<file path="config.mk">
export PLATFORM = sky130hd
export DESIGN_NAME = ppc_integer_branch_execute_core_flat
export DESIGN_NICKNAME = d
export VERILOG_FILES = /design/src/hw/rtl/pibe_pkg.sv /design/src/hw/rtl/pibe_instr_if.sv /design/src/hw/rtl/pibe_result_if.sv /design/src/hw/rtl/pibe_front.sv /design/src/hw/rtl/pibe_queue.sv /design/src/hw/rtl/pibe_back.sv /design/src/hw/rtl/ppc_integer_branch_execute_core.sv /design/src/flat_wrapper.sv
export SDC_FILE = /design/constraint.sdc
export NUM_CORES = 2
export LEC_CHECK = 0
export BUFFER_PORTS_ARGS = -buffer_cell sky130_fd_sc_hd__buf_2
export CAP_MARGIN = 15
export CORE_MARGIN = 1.5
export CORE_UTILIZATION = 57
export CTS_CLUSTER_DIAMETER = 120
export DETAILED_ROUTE_END_ITERATION = 8
export PLACE_DENSITY = 0.77
export SYNTH_ARGS = -nofsm -noshare
export SYNTH_HDL_FRONTEND = slang
export SYNTH_SLANG_ARGS = --single-unit
</file>
<file path="constraint.sdc">
create_clock -name i_clk -period 14.1 [get_ports i_clk]
set_input_delay 2.115 -clock i_clk [delete_from_list [all_inputs] [get_ports i_clk]]
set_output_delay 2.115 -clock i_clk [all_outputs]
set_load 0.02 [all_outputs]
</file>
<file path="src/hw/rtl/pibe_pkg.sv">
package pibe_pkg;

    localparam int XLEN     = 32;
    localparam int IDX_W    = 5;
    localparam int CR0_W    = 4;
    localparam int Q_DEPTH  = 4;
    localparam int Q_AW     = $clog2(Q_DEPTH);

    // Result status codes.
    typedef enum logic [2:0] {
        ST_EXEC    = 3'd0,
        ST_NOP     = 3'd1,
        ST_INTERP  = 3'd2,
        ST_MEM     = 3'd3,
        ST_ILLEGAL = 3'd4
    } t_status;

    // Primary opcodes that are decoded by name.
    localparam logic [5:0] OP_GRP4   = 6'd4;
    localparam logic [5:0] OP_ADDI   = 6'd14;
    localparam logic [5:0] OP_ADDIS  = 6'd15;
    localparam logic [5:0] OP_BC     = 6'd16;
    localparam logic [5:0] OP_B      = 6'd18;
    localparam logic [5:0] OP_GRP19  = 6'd19;
    localparam logic [5:0] OP_RLWIMI = 6'd20;
    localparam logic [5:0] OP_RLWINM = 6'd21;
    localparam logic [5:0] OP_ORI    = 6'd24;
    localparam logic [5:0] OP_ORIS   = 6'd25;
    localparam logic [5:0] OP_XORI   = 6'd26;
    localparam logic [5:0] OP_XORIS  = 6'd27;
    localparam logic [5:0] OP_ANDI   = 6'd28;
    localparam logic [5:0] OP_ANDIS  = 6'd29;
    localparam logic [5:0] OP_GRP31  = 6'd31;
    localparam logic [5:0] OP_GRP59  = 6'd59;
    localparam logic [5:0] OP_GRP63  = 6'd63;

    // Extended opcodes with a dedicated meaning.
    localparam logic [9:0] XO_ADD      = 10'd266;
    localparam logic [9:0] XO_GRP4_NOP = 10'd1014;
    localparam logic [9:0] XO_ISYNC    = 10'd150;

    // Operation carried from the front to the back.
    typedef enum logic [3:0] {
        K_NONE   = 4'd0,
        K_ADDI   = 4'd1,
        K_ADDIS  = 4'd2,
        K_ORI    = 4'd3,
        K_ORIS   = 4'd4,
        K_XORI   = 4'd5,
        K_XORIS  = 4'd6,
        K_ANDI   = 4'd7,
        K_ANDIS  = 4'd8,
        K_RLWINM = 4'd9,
        K_RLWIMI = 4'd10,
        K_ADD    = 4'd11,
        K_B      = 4'd12,
        K_BC     = 4'd13
    } t_kind;

    typedef struct packed {
        t_kind             kind;
        t_status           status;
        logic [IDX_W-1:0]  src_a;
        logic [IDX_W-1:0]  src_b;
        logic              a_zero;
        logic [XLEN-1:0]   word;
        logic [XLEN-1:0]   addr;
    } t_dec;

    // Status of every opcode that is not executed by the core.
    function automatic t_status f_classify(logic [5:0] op, logic [9:0] x10, logic [4:0] x5);
        t_status st;
        st = ST_ILLEGAL;
        unique case (op)
            OP_GRP4: begin
                if (x10 inside {10'd18, 10'd20, 10'd21, 10'd40, 10'd72, 10'd136, 10'd264,
                                10'd528, 10'd560, 10'd592, 10'd624}) begin
                    st = ST_INTERP;
                end else if (x10 == XO_GRP4_NOP) begin
                    st = ST_NOP;
                end else if (x5 inside {5'd10, 5'd11, 5'd12, 5'd13, 5'd25, 5'd28, 5'd29,
                                        5'd30, 5'd31}) begin
                    st = ST_INTERP;
                end
            end
            6'd7, 6'd8, 6'd10, 6'd11, 6'd12, 6'd13, 6'd17, 6'd36, 6'd37, 6'd38, 6'd39,
            6'd44, 6'd45, 6'd46, 6'd47, 6'd48, 6'd49, 6'd50, 6'd51, 6'd52, 6'd53, 6'd54,
            6'd55, 6'd56, 6'd60: begin
                st = ST_INTERP;
            end
            OP_GRP19: begin
                if (x10 inside {10'd16, 10'd50, 10'd193, 10'd528}) begin
                    st = ST_INTERP;
                end else if (x10 == XO_ISYNC) begin
                    st = ST_NOP;
                end
            end
            OP_GRP31: begin
                if (x10 inside {10'd54, 10'd86, 10'd470, 10'd598, 10'd854}) begin
                    st = ST_NOP;
                end else if (x10 inside {10'd534, 10'd535, 10'd599, 10'd631, 10'd662,
                                         10'd663, 10'd695, 10'd727, 10'd983}) begin
                    st = ST_MEM;
                end else if (x10 inside {10'd0, 10'd8, 10'd10, 10'd11, 10'd19, 10'd20,
                        10'd23, 10'd24, 10'd26, 10'd28, 10'd32, 10'd40, 10'd55, 10'd60,
                        10'd75, 10'd83, 10'd87, 10'd104, 10'd119, 10'd124, 10'd136,
                        10'd138, 10'd144, 10'd146, 10'd150, 10'd151, 10'd183, 10'd200,
                        10'd202, 10'd210, 10'd215, 10'd235, 10'd247, 10'd279, 10'd306,
                        10'd311, 10'd316, 10'd339, 10'd343, 10'd371, 10'd375, 10'd407,
                        10'd439, 10'd444, 10'd459, 10'd467, 10'd491, 10'd536, 10'd567,
                        10'd595, 10'd759, 10'd792, 10'd824, 10'd922, 10'd954, 10'd982,
                        10'd1014}) begin
                    st = ST_INTERP;
                end
            end
            6'd32, 6'd33, 6'd34, 6'd35, 6'd40, 6'd41, 6'd42, 6'd43: begin
                st = ST_MEM;
            end
            OP_GRP59: begin
                if (x5 inside {5'd18, 5'd20, 5'd21, 5'd25, 5'd28, 5'd29, 5'd30, 5'd31}) begin
                    st = ST_INTERP;
                end
            end
            OP_GRP63: begin
                if (x10 inside {10'd0, 10'd12, 10'd15, 10'd18, 10'd20, 10'd21, 10'd26,
                                10'd40, 10'd72, 10'd264, 10'd583, 10'd711}) begin
                    st = ST_INTERP;
                end else if (x5 inside {5'd23, 5'd25, 5'd28, 5'd29, 5'd30, 5'd31}) begin
                    st = ST_INTERP;
                end
            end
            default: begin
                st = ST_ILLEGAL;
            end
        endcase
        return st;
    endfunction

endpackage

</file>
<file path="src/hw/rtl/pibe_instr_if.sv">
interface pibe_instr_if
    import pibe_pkg::*;
();
    logic            valid;
    logic            ready;
    logic [XLEN-1:0] instr_word;
    logic [XLEN-1:0] instr_addr;

    modport source (output valid, output instr_word, output instr_addr, input ready);
    modport sink   (input valid, input instr_word, input instr_addr, output ready);
endinterface

</file>
<file path="src/hw/rtl/pibe_result_if.sv">
interface pibe_result_if
    import pibe_pkg::*;
();
    logic             valid;
    logic             ready;
    logic [XLEN-1:0]  next_pc;
    logic [2:0]       status;
    logic             reg_written;
    logic [IDX_W-1:0] dest_index;
    logic [XLEN-1:0]  dest_value;
    logic [CR0_W-1:0] cr0_bits;

    modport source (output valid, output next_pc, output status, output reg_written,
                    output dest_index, output dest_value, output cr0_bits, input ready);
    modport sink   (input valid, input next_pc, input status, input reg_written,
                    input dest_index, input dest_value, input cr0_bits, output ready);
endinterface

</file>
<file path="src/hw/rtl/pibe_front.sv">
// Decodes the incoming instruction word into an operation, its register
// sources and, for opcodes that are not executed, their status.
module pibe_front
    import pibe_pkg::*;
(
    pibe_instr_if.sink i_instr,
    input  logic       i_q_full,
    output logic       o_push,
    output t_dec       o_push_dec
);

    logic [5:0]       op;
    logic [9:0]       x10;
    logic [4:0]       x5;
    logic [IDX_W-1:0] fld_d;
    logic [IDX_W-1:0] fld_a;
    logic [IDX_W-1:0] fld_b;

    assign op    = i_instr.instr_word[31:26];
    assign fld_d = i_instr.instr_word[25:21];
    assign fld_a = i_instr.instr_word[20:16];
    assign fld_b = i_instr.instr_word[15:11];
    assign x10   = i_instr.instr_word[10:1];
    assign x5    = i_instr.instr_word[5:1];

    assign i_instr.ready = !i_q_full;
    assign o_push        = i_instr.valid && !i_q_full;

    always_comb begin
        o_push_dec.kind   = K_NONE;
        o_push_dec.status = ST_EXEC;
        o_push_dec.src_a  = fld_d;
        o_push_dec.src_b  = fld_a;
        o_push_dec.a_zero = 1'b0;
        o_push_dec.word   = i_instr.instr_word;
        o_push_dec.addr   = i_instr.instr_addr;
        unique case (op)
            OP_ADDI, OP_ADDIS: begin
                o_push_dec.kind   = (op == OP_ADDI) ? K_ADDI : K_ADDIS;
                o_push_dec.src_a  = fld_a;
                o_push_dec.a_zero = (fld_a == '0);
            end
            OP_ORI:    o_push_dec.kind = K_ORI;
            OP_ORIS:   o_push_dec.kind = K_ORIS;
            OP_XORI:   o_push_dec.kind = K_XORI;
            OP_XORIS:  o_push_dec.kind = K_XORIS;
            OP_ANDI:   o_push_dec.kind = K_ANDI;
            OP_ANDIS:  o_push_dec.kind = K_ANDIS;
            OP_RLWINM: o_push_dec.kind = K_RLWINM;
            OP_RLWIMI: o_push_dec.kind = K_RLWIMI;
            OP_B:      o_push_dec.kind = K_B;
            OP_BC:     o_push_dec.kind = K_BC;
            OP_GRP31: begin
                if (x10 == XO_ADD) begin
                    o_push_dec.kind  = K_ADD;
                    o_push_dec.src_a = fld_a;
                    o_push_dec.src_b = fld_b;
                end else begin
                    o_push_dec.status = f_classify(op, x10, x5);
                end
            end
            default: begin
                o_push_dec.status = f_classify(op, x10, x5);
            end
        endcase
    end

endmodule

</file>
<file path="src/hw/rtl/pibe_queue.sv">
// Small FIFO of decoded items between the front and the back.
module pibe_queue
    import pibe_pkg::*;
(
    input  logic i_clk,
    input  logic i_rst_n,
    input  logic i_push,
    input  t_dec i_push_dec,
    output logic o_full,
    output logic o_vld,
    output t_dec o_head,
    input  logic i_pop
);

    t_dec            r_slot [Q_DEPTH];
    logic [Q_AW-1:0] r_wr_ptr;
    logic [Q_AW-1:0] r_rd_ptr;
    logic [Q_AW:0]   r_count;
    logic [Q_AW:0]   n_count;

    assign o_full = (r_count == (Q_AW+1)'(Q_DEPTH));
    assign o_vld  = (r_count != '0);
    assign o_head = r_slot[r_rd_ptr];

    always_comb begin
        n_count = r_count;
        if (i_push && !(i_pop && o_vld)) begin
            n_count = r_count + 1'b1;
        end else if (!i_push && i_pop && o_vld) begin
            n_count = r_count - 1'b1;
        end
    end

    always_ff @(posedge i_clk) begin
        if (!i_rst_n) begin
            r_wr_ptr <= '0;
            r_rd_ptr <= '0;
            r_count  <= '0;
        end else begin
            r_count <= n_count;
            if (i_push) begin
                r_wr_ptr <= r_wr_ptr + 1'b1;
            end
            if (i_pop && o_vld) begin
                r_rd_ptr <= r_rd_ptr + 1'b1;
            end
        end
    end

    always_ff @(posedge i_clk) begin
        if (i_push) begin
            r_slot[r_wr_ptr] <= i_push_dec;
        end
    end

endmodule

</file>
<file path="src/hw/rtl/pibe_back.sv">
// Register read stage followed by the execute step, which commits the
// architectural state and fills the output register.
module pibe_back
    import pibe_pkg::*;
#(
    parameter int NUM_GPRS = 32
) (
    input  logic          i_clk,
    input  logic          i_rst_n,
    input  logic          i_q_vld,
    input  t_dec          i_q_head,
    output logic          o_q_pop,
    pibe_result_if.source o_result
);

    localparam int GPR_AW = $clog2(NUM_GPRS);

    // General registers: memory plus one valid bit per entry; an entry that
    // was never written since reset reads as zero.
    logic [XLEN-1:0]     r_gpr_mem [NUM_GPRS];
    logic [NUM_GPRS-1:0] r_gpr_vld;

    logic [XLEN-1:0] r_cr;
    logic [XLEN-1:0] r_lr;
    logic [XLEN-1:0] r_ctr;

    // Read stage.
    logic            r_rd_vld;
    t_dec            r_rd_dec;
    logic [XLEN-1:0] r_rd_a_data;
    logic [XLEN-1:0] r_rd_b_data;
    logic            r_rd_a_vld;
    logic            r_rd_b_vld;

    // Most recent register write, forwarded past the memory read.
    logic              r_wb_en;
    logic [GPR_AW-1:0] r_wb_idx;
    logic [XLEN-1:0]   r_wb_val;

    // Output register.
    logic             r_out_vld;
    logic [XLEN-1:0]  r_out_npc;
    t_status          r_out_status;
    logic             r_out_wr;
    logic [IDX_W-1:0] r_out_idx;
    logic [XLEN-1:0]  r_out_val;
    logic [CR0_W-1:0] r_out_cr0;

    logic ex_fire;
    logic rd_ready;

    logic [XLEN-1:0]   op_a;
    logic [XLEN-1:0]   op_b;
    logic [XLEN-1:0]   a_raw;
    logic [XLEN-1:0]   w;
    logic [XLEN-1:0]   seq_pc;
    logic [XLEN-1:0]   simm;
    logic [XLEN-1:0]   uimm;
    logic [XLEN-1:0]   uimm_hi;
    logic [XLEN-1:0]   rot_mask;
    logic [2*XLEN-1:0] rot_dbl;
    logic [XLEN-1:0]   rot;
    logic [XLEN-1:0]   br_off;
    logic [XLEN-1:0]   br_tgt;
    logic [XLEN-1:0]   ctr_m1;
    logic [4:0]        bo;
    logic [4:0]        bi;
    logic              take;

    logic             ex_wr;
    logic             ex_rec;
    logic [IDX_W-1:0] ex_idx;
    logic [XLEN-1:0]  ex_val;
    logic [XLEN-1:0]  ex_npc;
    logic             ex_lr_wr;
    logic             ex_ctr_wr;
    logic [XLEN-1:0]  n_cr;

    function automatic logic [XLEN-1:0] f_mask(logic [4:0] mb, logic [4:0] me);
        logic [XLEN-1:0] m;
        logic [4:0]      pos;
        for (int j = 0; j < XLEN; j++) begin
            pos = 5'(XLEN - 1 - j);
            if (mb <= me) begin
                m[j] = (pos >= mb) && (pos <= me);
            end else begin
                m[j] = (pos >= mb) || (pos <= me);
            end
        end
        return m;
    endfunction

    assign ex_fire  = r_rd_vld && (!r_out_vld || o_result.ready);
    assign rd_ready = !r_rd_vld || ex_fire;
    assign o_q_pop  = i_q_vld && rd_ready;

    // Operand selection with forwarding of the write made at the load edge.
    always_comb begin
        if (r_wb_en && r_wb_idx == r_rd_dec.src_a[GPR_AW-1:0]) begin
            a_raw = r_wb_val;
        end else begin
            a_raw = r_rd_a_vld ? r_rd_a_data : '0;
        end
        op_a = r_rd_dec.a_zero ? '0 : a_raw;
        if (r_wb_en && r_wb_idx == r_rd_dec.src_b[GPR_AW-1:0]) begin
            op_b = r_wb_val;
        end else begin
            op_b = r_rd_b_vld ? r_rd_b_data : '0;
        end
    end

    assign w        = r_rd_dec.word;
    assign seq_pc   = r_rd_dec.addr + XLEN'(4);
    assign uimm     = {16'b0, w[15:0]};
    assign simm     = {{16{w[15]}}, w[15:0]};
    assign uimm_hi  = {w[15:0], 16'b0};
    assign rot_mask = f_mask(w[10:6], w[5:1]);
    assign rot_dbl  = {op_a, op_a} << w[15:11];
    assign rot      = rot_dbl[2*XLEN-1:XLEN];
    assign bo       = w[25:21];
    assign bi       = w[20:16];
    assign ctr_m1   = r_ctr - 1'b1;
    // Conditional branches carry a 14-bit displacement, b a 24-bit one.
    assign br_off   = (r_rd_dec.kind == K_BC) ? {{16{w[15]}}, w[15:2], 2'b00}
                                              : {{6{w[25]}}, w[25:2], 2'b00};
    assign br_tgt   = w[1] ? br_off : r_rd_dec.addr + br_off;

    always_comb begin
        ex_wr     = 1'b0;
        ex_rec    = 1'b0;
        ex_idx    = w[20:16];
        ex_val    = '0;
        ex_npc    = seq_pc;
        ex_lr_wr  = 1'b0;
        ex_ctr_wr = 1'b0;
        take      = 1'b0;
        unique case (r_rd_dec.kind)
            K_ADDI: begin
                ex_wr = 1'b1; ex_idx = w[25:21]; ex_val = op_a + simm;
            end
            K_ADDIS: begin
                ex_wr = 1'b1; ex_idx = w[25:21]; ex_val = op_a + uimm_hi;
            end
            K_ORI:   begin ex_wr = 1'b1; ex_val = op_a | uimm; end
            K_ORIS:  begin ex_wr = 1'b1; ex_val = op_a | uimm_hi; end
            K_XORI:  begin ex_wr = 1'b1; ex_val = op_a ^ uimm; end
            K_XORIS: begin ex_wr = 1'b1; ex_val = op_a ^ uimm_hi; end
            K_ANDI:  begin ex_wr = 1'b1; ex_rec = 1'b1; ex_val = op_a & uimm; end
            K_ANDIS: begin ex_wr = 1'b1; ex_rec = 1'b1; ex_val = op_a & uimm_hi; end
            K_RLWINM: begin
                ex_wr = 1'b1; ex_rec = w[0]; ex_val = rot & rot_mask;
            end
            K_RLWIMI: begin
                ex_wr  = 1'b1;
                ex_rec = w[0];
                ex_val = (rot & rot_mask) | (op_b & ~rot_mask);
            end
            K_ADD: begin
                ex_wr = 1'b1; ex_rec = w[0]; ex_idx = w[25:21]; ex_val = op_a + op_b;
            end
            K_B: begin
                ex_lr_wr = w[0];
                ex_npc   = br_tgt;
            end
            K_BC: begin
                ex_lr_wr  = w[0];
                ex_ctr_wr = !bo[2];
                take      = (bo[2] || ((ctr_m1 == '0) == bo[1]))
                         && (bo[4] || (r_cr[~bi] == bo[3]));
                ex_npc    = take ? br_tgt : seq_pc;
            end
            default: begin
                ex_wr = 1'b0;
            end
        endcase
    end

    // CR0 from the signed result: LT, GT, EQ; SO is kept.
    always_comb begin
        n_cr = r_cr;
        if (ex_wr && ex_rec) begin
            n_cr[31] = ex_val[XLEN-1];
            n_cr[30] = !ex_val[XLEN-1] && (ex_val != '0);
            n_cr[29] = (ex_val == '0);
        end
    end

    always_ff @(posedge i_clk) begin
        if (!i_rst_n) begin
            r_rd_vld  <= 1'b0;
            r_out_vld <= 1'b0;
            r_wb_en   <= 1'b0;
            r_gpr_vld <= '0;
            r_cr      <= '0;
            r_lr      <= '0;
            r_ctr     <= '0;
        end else begin
            if (rd_ready) begin
                r_rd_vld <= i_q_vld;
            end
            if (ex_fire) begin
                r_out_vld <= 1'b1;
            end else if (o_result.ready) begin
                r_out_vld <= 1'b0;
            end
            if (ex_fire) begin
                r_cr <= n_cr;
                if (ex_wr) begin
                    r_wb_en                           <= 1'b1;
                    r_gpr_vld[ex_idx[GPR_AW-1:0]] <= 1'b1;
                end
                if (ex_lr_wr) begin
                    r_lr <= seq_pc;
                end
                if (ex_ctr_wr) begin
                    r_ctr <= ctr_m1;
                end
            end
        end
    end

    // Register file memory: one write port, two registered read ports.
    always_ff @(posedge i_clk) begin
        if (ex_fire && ex_wr) begin
            r_gpr_mem[ex_idx[GPR_AW-1:0]] <= ex_val;
        end
        if (o_q_pop) begin
            r_rd_a_data <= r_gpr_mem[i_q_head.src_a[GPR_AW-1:0]];
            r_rd_b_data <= r_gpr_mem[i_q_head.src_b[GPR_AW-1:0]];
        end
    end

    always_ff @(posedge i_clk) begin
        if (o_q_pop) begin
            r_rd_dec   <= i_q_head;
            r_rd_a_vld <= r_gpr_vld[i_q_head.src_a[GPR_AW-1:0]];
            r_rd_b_vld <= r_gpr_vld[i_q_head.src_b[GPR_AW-1:0]];
        end
        if (ex_fire && ex_wr) begin
            r_wb_idx <= ex_idx[GPR_AW-1:0];
            r_wb_val <= ex_val;
        end
        if (ex_fire) begin
            r_out_npc    <= ex_npc;
            r_out_status <= r_rd_dec.status;
            r_out_wr     <= ex_wr;
            r_out_idx    <= ex_wr ? ex_idx : '0;
            r_out_val    <= ex_wr ? ex_val : '0;
            r_out_cr0    <= n_cr[XLEN-1:XLEN-CR0_W];
        end
    end

    assign o_result.valid       = r_out_vld;
    assign o_result.next_pc     = r_out_npc;
    assign o_result.status      = r_out_status;
    assign o_result.reg_written = r_out_wr;
    assign o_result.dest_index  = r_out_idx;
    assign o_result.dest_value  = r_out_val;
    assign o_result.cr0_bits    = r_out_cr0;

    a_no_write_zero: assert property (@(posedge i_clk) disable iff (!i_rst_n)
        (r_out_vld && !r_out_wr) |-> (r_out_idx == '0 && r_out_val == '0))
        else $error("result without register write carries a nonzero destination");

    a_write_only_exec: assert property (@(posedge i_clk) disable iff (!i_rst_n)
        (r_out_vld && r_out_wr) |-> (r_out_status == ST_EXEC))
        else $error("register write reported on an item that was not executed");

    a_write_sets_valid: assert property (@(posedge i_clk) disable iff (!i_rst_n)
        (ex_fire && ex_wr) |=> r_gpr_vld[$past(ex_idx[GPR_AW-1:0])])
        else $error("register valid bit not set after a write");

    a_rd_stall_holds: assert property (@(posedge i_clk) disable iff (!i_rst_n)
        (r_rd_vld && !ex_fire) |=> (r_rd_vld && $stable(r_rd_dec)))
        else $error("read stage item changed while the execute step was stalled");

endmodule

</file>
<file path="src/hw/rtl/ppc_integer_branch_execute_core.sv">
// Integer and branch execute core for 32-bit PowerPC instruction words.
// The i_instr channel carries one instruction word with its address per
// item; the o_result channel returns one item per instruction: next PC,
// status, the general register write (index and value) and CR0 after the
// instruction. Both channels use valid/ready and move an item at a rising
// clock edge where both are high.
// The front decodes and classifies each item and places it in a four-entry
// queue. The back reads the register file (registered read, with the last
// write forwarded), executes and commits GPR, CR, LR and CTR, and loads the
// output register. An item passes the queue and the read stage before its
// result is offered; one item per cycle is sustained while ready is high,
// set by the single execute step that carries the register dependency.
// Synchronous reset (i_rst_n low) empties the queue and the pipeline and
// clears CR, LR, CTR and all register valid bits, so every GPR reads as
// zero; no clearing pass is needed. When the receiver holds ready low the
// output register keeps its item, the back stops, and the queue absorbs up
// to four more items before i_instr.ready falls.
module ppc_integer_branch_execute_core
    import pibe_pkg::*;
#(
    parameter int NUM_GPRS = 32
) (
    input  logic          i_clk,
    input  logic          i_rst_n,
    pibe_instr_if.sink    i_instr,
    pibe_result_if.source o_result
);

    logic push;
    t_dec push_dec;
    logic q_full;
    logic q_vld;
    t_dec q_head;
    logic q_pop;

    // Decode and classification of the incoming item.
    pibe_front u_front (
        .i_instr    (i_instr),
        .i_q_full   (q_full),
        .o_push     (push),
        .o_push_dec (push_dec)
    );

    // Decouples acceptance from execution.
    pibe_queue u_queue (
        .i_clk      (i_clk),
        .i_rst_n    (i_rst_n),
        .i_push     (push),
        .i_push_dec (push_dec),
        .o_full     (q_full),
        .o_vld      (q_vld),
        .o_head     (q_head),
        .i_pop      (q_pop)
    );

    // Register read, execute and architectural state.
    pibe_back #(
        .NUM_GPRS (NUM_GPRS)
    ) u_back (
        .i_clk    (i_clk),
        .i_rst_n  (i_rst_n),
        .i_q_vld  (q_vld),
        .i_q_head (q_head),
        .o_q_pop  (q_pop),
        .o_result (o_result)
    );

endmodule

</file>
<file path="src/flat_wrapper.sv">
// flat-port wrapper written by rule: the top's interface ports become plain ports
module ppc_integer_branch_execute_core_flat import pibe_pkg::*;
#(
    parameter int NUM_GPRS = 32
)
  (i_clk, i_rst_n, i_instr_valid, i_instr_instr_word, i_instr_instr_addr, i_instr_ready, o_result_valid, o_result_next_pc, o_result_status, o_result_reg_written, o_result_dest_index, o_result_dest_value, o_result_cr0_bits, o_result_ready);
  pibe_instr_if i_instr_i ();
  pibe_result_if o_result_i ();
  input  logic i_clk;
  input  logic i_rst_n;
  input wire logic [$bits(i_instr_i.valid)-1:0] i_instr_valid;
  input wire logic [$bits(i_instr_i.instr_word)-1:0] i_instr_instr_word;
  input wire logic [$bits(i_instr_i.instr_addr)-1:0] i_instr_instr_addr;
  output wire logic [$bits(i_instr_i.ready)-1:0] i_instr_ready;
  output wire logic [$bits(o_result_i.valid)-1:0] o_result_valid;
  output wire logic [$bits(o_result_i.next_pc)-1:0] o_result_next_pc;
  output wire logic [$bits(o_result_i.status)-1:0] o_result_status;
  output wire logic [$bits(o_result_i.reg_written)-1:0] o_result_reg_written;
  output wire logic [$bits(o_result_i.dest_index)-1:0] o_result_dest_index;
  output wire logic [$bits(o_result_i.dest_value)-1:0] o_result_dest_value;
  output wire logic [$bits(o_result_i.cr0_bits)-1:0] o_result_cr0_bits;
  input wire logic [$bits(o_result_i.ready)-1:0] o_result_ready;
  assign i_instr_i.valid = i_instr_valid;
  assign i_instr_i.instr_word = i_instr_instr_word;
  assign i_instr_i.instr_addr = i_instr_instr_addr;
  assign i_instr_ready = i_instr_i.ready;
  assign o_result_valid = o_result_i.valid;
  assign o_result_next_pc = o_result_i.next_pc;
  assign o_result_status = o_result_i.status;
  assign o_result_reg_written = o_result_i.reg_written;
  assign o_result_dest_index = o_result_i.dest_index;
  assign o_result_dest_value = o_result_i.dest_value;
  assign o_result_cr0_bits = o_result_i.cr0_bits;
  assign o_result_i.ready = o_result_ready;
  ppc_integer_branch_execute_core #(.NUM_GPRS(NUM_GPRS)) u_core (.i_clk(i_clk), .i_rst_n(i_rst_n), .i_instr(i_instr_i), .o_result(o_result_i));
endmodule
</file>
Word-level counts from Yosys, hierarchy flattened
Memories as Yosys holds them, arrays and structs flattened. A register that Yosys moved wholly into a read port is not among the register bits.
Cells that the tools add are included.
{"block": "classes", "order_cmp": 70, "eq_ne": 167, "bitwise_logic": 12, "n_shift": 1, "add_sub_neg": 10, "reduce_logical": 116, "muxes": 86}
{"operator": "$pmux 32 s11", "count": 1}
{"operator": "$eq 10x10->1 const B", "count": 27}
{"operator": "$mux 32", "count": 8}
{"operator": "$eq 10x9->1 const B", "count": 17}
{"operator": "$eq 6x6->1 const B", "count": 28}
{"operator": "$eq 10x8->1 const B", "count": 14}
{"operator": "$add 32x32->32", "count": 4}
{"operator": "$and 32x32->32", "count": 3}
{"operator": "$or 32x32->32", "count": 3}
{"operator": "$eq 10x5->1 const B", "count": 9}
{"operator": "$eq 10x7->1 const B", "count": 8}
{"operator": "$ge 5x5->1 const A", "count": 16}
{"operator": "$le 5x5->1 const A", "count": 16}
{"operator": "$eq 6x5->1 const B", "count": 13}
{"operator": "$logic_not 32->1", "count": 2}
{"operator": "$pmux 32 s2", "count": 1}
{"operator": "$shl 64x5->64", "count": 1}
{"operator": "$eq 10x6->1 const B", "count": 6}
{"operator": "$reduce_bool 57->1", "count": 1}
{"operator": "$eq 10x4->1 const B", "count": 5}
{"operator": "$pmux 4 s12", "count": 1}
{"operator": "$logic_and 1x1->1", "count": 46}
{"operator": "$eq 5x5->1 const B", "count": 9}
{"operator": "$mux 1", "count": 45}
{"operator": "64 further kinds", "count": 178}
{"block": "totals", "word_cells": 490, "mem_bits_rw": 1352, "inputBits": 68, "register_bits": 268, "memories": 2, "output_inout_bits": 79}
{"name": "u_core.u_back.r_gpr_mem", "words": 32, "width": 32, "rd": 2, "rd_clocked_by_memory_dff": 2, "write_ports": 1, "line": "pibe_back.sv:20", "source": "logic [XLEN-1:0] r_gpr_mem [NUM_GPRS];"}
{"name": "u_core.u_queue.r_slot", "words": 4, "width": 82, "rd": 1, "rd_clocked_by_memory_dff": 1, "write_ports": 1, "line": "pibe_queue.sv:15", "source": "t_dec r_slot [Q_DEPTH];"}

Logic depth before layout (Yosys ltp)
{"block": "logic_depth", "ltp_word": 11, "mapped_depth": 24, "ltp_nobuf": 21}

By module
A second synthesis with hierarchy kept.
{"block": "hier_totals", "hier_cells": 5673, "hier_area_um2": 87341.3}
{"mod": "pibe_back", "seq_area_each_um2": 39808.2, "area_each_um2": 72809.8, "n_inst": 1, "cells_each": 4860}
{"mod": "pibe_queue", "seq_area_each_um2": 10029.6, "area_each_um2": 12356.9, "n_inst": 1, "cells_each": 478}
{"mod": "pibe_front", "seq_area_each_um2": 0.0, "area_each_um2": 2174.6, "n_inst": 1, "cells_each": 335}

Least setup slack after synthesis
No wires, ideal clock.
{"block": "synth_path", "kind": "input -> register", "start": "input o_result_ready", "end": "register u_core.u_queue.r_count[2]", "arrival_ps": 10589, "setup_ps": 115, "path_stages": 7, "required_ps": 13985, "setup_slack_ps": 3396, "path_buffers": 0, "path_cell_list": "nor2b_1 a21oi_1 nand2b_1 fa_1 mux2_2 xnor2_1 and2_1"}
{"block": "synth_via", "elab_chain_cells": 8, "word_cells_on_any_way": 11, "cone_classes": "mux: 1; reduce/logical: 10"}
{"element": "start, declared", "line": "flat_wrapper.sv:22", "source": "input wire logic [$bits(o_result_i.ready)-1:0] o_result_ready;"}
{"element": "$logic_or 1x1->1 (*)", "line": "pibe_back.sv:93", "source": "assign ex_fire = r_rd_vld && (!r_out_vld || o_result.ready);"}
{"element": "$logic_and 1x1->1 (*)", "line": "pibe_back.sv:93"}
{"element": "$logic_or 1x1->1 (*)", "line": "pibe_back.sv:94", "source": "assign rd_ready = !r_rd_vld || ex_fire;"}
{"element": "$logic_and 1x1->1 (*)", "line": "pibe_back.sv:95", "source": "assign o_q_pop = i_q_vld && rd_ready;"}
{"element": "net u_core.q_pop", "line": "ppc_integer_branch_execute_core.sv:34", "source": "logic q_pop;"}
{"element": "$logic_and 1x1->1", "line": "pibe_queue.sv:27", "source": "if (i_push && !(i_pop && o_vld)) begin"}
{"element": "$logic_not 1->1", "line": "pibe_queue.sv:27"}
{"element": "$logic_and 1x1->1", "line": "pibe_queue.sv:27"}
{"element": "$mux 3 / $reduce_bool 2->1 (equally long branches)"}
{"element": "end signal, assigned", "line": "pibe_queue.sv:40", "source": "r_count <= n_count;"}
{"element": "end, declared", "line": "pibe_queue.sv:18", "source": "logic [Q_AW:0] r_count;"}
The timed path passes the listed nets; every way through them passes the cells marked *.
A chain may end at the register's enable or synchronous reset.

Worst setup path in the final report
{"block": "layout_path", "start": "register u_core.u_back.r_wb_idx[2]", "end": "register u_core.u_back.r_out_cr0[2], in the netlist u_core.u_back.o_result.cr0_bits[2], data pin"}
{"block": "layout_via", "elab_chain_cells": 11, "word_cells_on_any_way": 25, "cone_classes": "add/sub: 3; eq/ne: 2; shift: 1; mux: 5; bitwise: 9; reduce/logical: 5"}
{"element": "start, declared", "line": "pibe_back.sv:37", "source": "logic [GPR_AW-1:0] r_wb_idx;"}
{"element": "start signal, assigned", "line": "pibe_back.sv:240", "source": "r_wb_idx <= ex_idx[GPR_AW-1:0];"}
{"element": "branches (longest 7 deep; another with $add 32x32->32)"}
{"element": "$pmux 32 s11 (*)", "line": "pibe_back.sv:137", "source": "unique case (r_rd_dec.kind)"}
{"element": "net u_core.u_back.ex_val[17]", "line": "pibe_back.sv:73", "source": "logic [XLEN-1:0] ex_val;"}
{"element": "$reduce_bool 32->1 (*)", "line": "pibe_back.sv:183", "source": "n_cr[30] = !ex_val[XLEN-1] && (ex_val != '0);"}
{"element": "$logic_and 1x1->1 (*)", "line": "pibe_back.sv:183"}
{"element": "$mux 3 (*)", "line": "pibe_back.sv:181", "source": "if (ex_wr && ex_rec) begin"}
{"element": "net u_core.u_back.n_cr[30]", "line": "pibe_back.sv:77", "source": "logic [XLEN-1:0] n_cr;"}
{"element": "end signal, assigned", "line": "pibe_back.sv:249", "source": "r_out_cr0 <= n_cr[XLEN-1:XLEN-CR0_W];"}
{"element": "end, declared", "line": "pibe_back.sv:47", "source": "logic [CR0_W-1:0] r_out_cr0;"}
Mark *: on every way through the listed nets, which the timed path passes.

==> results.sh <==
export IMPL_setup_ws_ns=5.83
export IMPL_syn_inst=5291
export IMPL_fin_skew_ns=0.0545
export IMPL_outcome="completed"
export IMPL_dr_pass1_iters=8
export IMPL_vias=56000
export IMPL_root_buffer="clkbuf_16"
export IMPL_wl_um=272000
export IMPL_synth_cell_types=98
export IMPL_grt_usage=0.364
export IMPL_post_drt_wl_per_cell_um=36.3
export IMPL_clk_pin_slew_ns=0.06
export IMPL_switching_share=0.409
export IMPL_fin_setup_tns_ns=0
export IMPL_area_growth_pct=10.8
export IMPL_finish_instance_area_um2=92800
export IMPL_r2r_slack_ns=5.83
export IMPL_fin_crit_sh=0.587
export IMPL_p_leak_nw=30.7
export IMPL_critical_path_class="register to register"
export IMPL_r2r_cells=18
export IMPL_grt_max_degree=137
export IMPL_drc=0
export IMPL_power_mw=24.2
export IMPL_ios=147
export IMPL_routabilityCongestion=1.12
export IMPL_synthFlopType="edfxtp_1"
export IMPL_min_path_type="register to register"
export IMPL_clockBufferDepth=3
export IMPL_crit_slowest_cell="and4_2"
export IMPL_synth_area_um2=83800
export IMPL_setup_violations=0
export IMPL_port_buffers=145
export IMPL_rsz0062_at_grt="false"
export IMPL_ys_async_sr_fraction=0
export IMPL_p_per_area_nw_per_um2=260
export IMPL_holdWs_ns=0.455
export IMPL_cts_hold_buf=0
export IMPL_drtAntennaViolNets=0
export IMPL_drtIter0Drc=8441
export IMPL_dp_hpwl_um=162000
export IMPL_synthesis_nets=5498
export IMPL_cts_setup_buffers=0
export IMPL_cp_end_kind="register"
export IMPL_postLayoutCoreUtil=0.637
export IMPL_grt_ovfl_total=0
export IMPL_synth_area_leaders="edfxtp_1, mux4_2, ha_1"
export IMPL_ctsResizeCount=0
export IMPL_pwr_share_clk=0.185
export IMPL_synth_top_cell_area_share=0.567
export IMPL_ys_seq_area_frac=0.586
export IMPL_comb_power_share=0.484
export IMPL_worstSetupStartpoint="u_core.u_back.r_wb_idx[2]$_DFFE_PP_"
export IMPL_vdd_drop_max_v=0.000215
export IMPL_start_util=0.575
export IMPL_via_per_inst=7.49
export IMPL_finalNonFillerCells=7483
export IMPL_min_period_ns=8.27
export IMPL_critPathLaunchType="register"
export IMPL_finalHoldViolations=0
export IMPL_power_internal_mw=14.3
export IMPL_ys_warn_count=0
export IMPL_drv_cap=0
export IMPL_drive_above_1_share=0.266
export IMPL_r2r_end="u_core.u_back.o_result.cr0_bits[2]$_DFFE_PP_"
export IMPL_clock_sinks=1662
export IMPL_dieWidth_um=386
export IMPL_r2r_start="u_core.u_back.r_wb_idx[2]$_DFFE_PP_"
export IMPL_antenna_found_initial=21
export IMPL_required_ns=14.64
export IMPL_syn_avg_cell_area_um2=15.8
export IMPL_cts_tree="yes"
export IMPL_seqPwrFrac=0.331
export IMPL_grt_pass1_wl_um=386000
export IMPL_rows=140
export IMPL_crit_path_end="u_core.u_back.o_result.cr0_bits[2]$_DFFE_PP_"
export IMPL_dpl_cell_count=7162
export IMPL_cpPeakStageDelay_ns=1.03
export IMPL_cp_arrival_ns=8.81
export IMPL_worstPathMaxFanout=51
export IMPL_die_height_um=386
export IMPL_slew_headroom=0.157
export IMPL_synth_top_cell_by_area="edfxtp_1"
export IMPL_htree_levels=4
export IMPL_tightest_slew_ns=1.26
export IMPL_finalNetCount=5627
export IMPL_drv_slew=0
export IMPL_placed_area_um2=87200
export IMPL_fmax_mhz=121
export IMPL_worstPathCellList="xnor2_1, and4_2, nand2_1, a2bb2oi_1, inv_1, ha_1, and3_1, nor3b_1, a22oi_1, a21oi_1, a21oi_1, or3_1, a211o_1, nor3_1, nand4b_1, nor4_2, nand3_2, a22o_1"
export IMPL_fp_coreArea_um2=146000
export IMPL_synth_edf_count=1583
export IMPL_clock_latency_ns=0.83
export IMPL_synth_seq_cells=1662
export IMPL_cts_inserted_buffers=167
export IMPL_pre_cts_ws_ns=6.39
export IMPL_grt_pass1_vias=54600
export IMPL_crit_top_cell="a21oi_1"
export IMPL_power_switching_mw=9.90
export IMPL_dieArea_um2=149000
-- critical path: cells and delay by family (launching register included) --
kind	cells	cell delay, ns
AND/OR/NAND/NOR	9	3.90
AO/OA/AOI/OAI	6	2.85
flip-flops	1	0.43
adder cells (fa/ha/maj)	1	0.41
XOR/XNOR	1	0.22
buffers and inverters	1	0.18
-- synth_stat cells (19+ instances only) --
library cell	instances
a211oi_1	35
a21o_1	40
a21oi_1	216
a221oi_1	32
a22oi_1	37
a31oi_1	47
and2_1	46
and3_1	57
buf_1	82
buf_2	19
clkbuf_1	239
dfxtp_1	79
edfxtp_1	1583
ha_1	135
inv_1	80
maj3_1	19
mux2_2	89
mux2i_1	51
mux4_2	747
nand2_1	279
nand2b_1	41
nand3_1	105
nand4_1	70
nor2_1	278
nor2b_1	29
nor3_1	85
nor4_1	20
o211ai_1	35
o21a_1	50
o21ai_0	175
o31ai_1	40
or3_1	28
xnor2_1	63
xor2_1	61
-- power by group through the flow --
stage	combinational [mW]	clock [mW]	sequential [mW]
6_report	11.7	4.48	8.00
5_1_grt	12.2	4.71	8.02
4_1_cts	11.3	4.53	7.96
3_5_place_dp	11.2	0	8.05
3_3_place_gp	11.0	0	8.03
2_1_floorplan	7.42	0	7.96
-- cells in the final DEF (no fill, tap or decap), drive strengths merged, types with 70 or more instances in the layout --
cell type,n
nand3,106
buf,309
o21ai,179
mux2,89
nand2,279
ha,135
nor2,279
dfxtp,79
inv,87
mux4,747
clkbuf,211
edfxtp,1583
nor3,85
a21oi,217
nand4,70
-- state kept, by name (all words and copies together) (netlist names), 5 cells and up, named ones only --
signal,cells
u_core.u_back.r_wb_idx,5
u_core.u_back.r_rd_b_data,32
u_core.u_back.o_result.next_pc,32
u_core.u_back.r_gpr_mem,1024
u_core.u_back.r_gpr_vld,32
u_core.u_back.r_rd_a_data,32
u_core.u_back.r_wb_val,32
u_core.u_back.r_rd_dec,50
u_core.u_back.w,26
u_core.u_back.r_ctr,32
u_core.u_back.o_result.dest_index,5
u_core.u_queue.r_slot,304
u_core.u_back.o_result.dest_value,32
-- how the worst min path moves through the flow --
stage | from | slack (ns) | cells after the start | endpoint
2_1_floorplan | u_core.u_back.r_rd_dec[75]$_DFFE_PP_ | 0.40 | 0 | u_core.u_back.o_result.status[0]$_DFFE_PP_
3_3_place_gp | u_core.u_back.r_rd_dec[76]$_DFFE_PP_ | 0.44 | 0 | u_core.u_back.o_result.status[1]$_DFFE_PP_
3_5_place_dp | u_core.u_back.r_rd_dec[77]$_DFFE_PP_ | 0.45 | 0 | u_core.u_back.o_result.status[2]$_DFFE_PP_
4_1_cts | u_core.u_back.r_rd_dec[77]$_DFFE_PP_ | 0.46 | 0 | u_core.u_back.o_result.status[2]$_DFFE_PP_
5_1_grt | u_core.u_back.r_rd_dec[77]$_DFFE_PP_ | 0.47 | 0 | u_core.u_back.o_result.status[2]$_DFFE_PP_
6_report | u_core.u_back.r_rd_dec[75]$_DFFE_PP_ | 0.46 | 0 | u_core.u_back.o_result.status[0]$_DFFE_PP_
-- cells by family (layout without fill, tap and decap cells) --
group | Yosys count | in the layout | synth area share
flops | 1662 | 1662 | 0.586
compound gates | 917 | 917 | 0.0735
fa+ha+maj | 158 | 158 | 0.0234
mux | 887 | 887 | 0.219
buf+inv | 437 | 699 | 0.0204
xor+xnor | 124 | 124 | 0.0130
other cells | 1 | 14 | 0.0000448
simple gates | 1105 | 1105 | 0.0646
-- final cells by class --
cell class	count	area, µm²
sequential	1662	49100
multi-input combinational	3192	33300
timing repair buffer	310	2050
clock inverter	92	1120
antenna	13	32.5
fill	10100	52900
tap	1917	2400
inverter	87	328
clock buffer	210	4390
-- layer usage --
metal  wire [µm]  GRT usage  part of all wire  vias to the layer above
met2      123000      0.549              0.45                     4510
li1            -          -                 -                    22100
met4       16100      0.189             0.059                       12
met1       96300      0.490              0.35                    28400
met5          85          0           0.00031                        -
met3       35700     0.0988              0.13                      922
No activity file was read; power rests on OpenSTA's default activity.
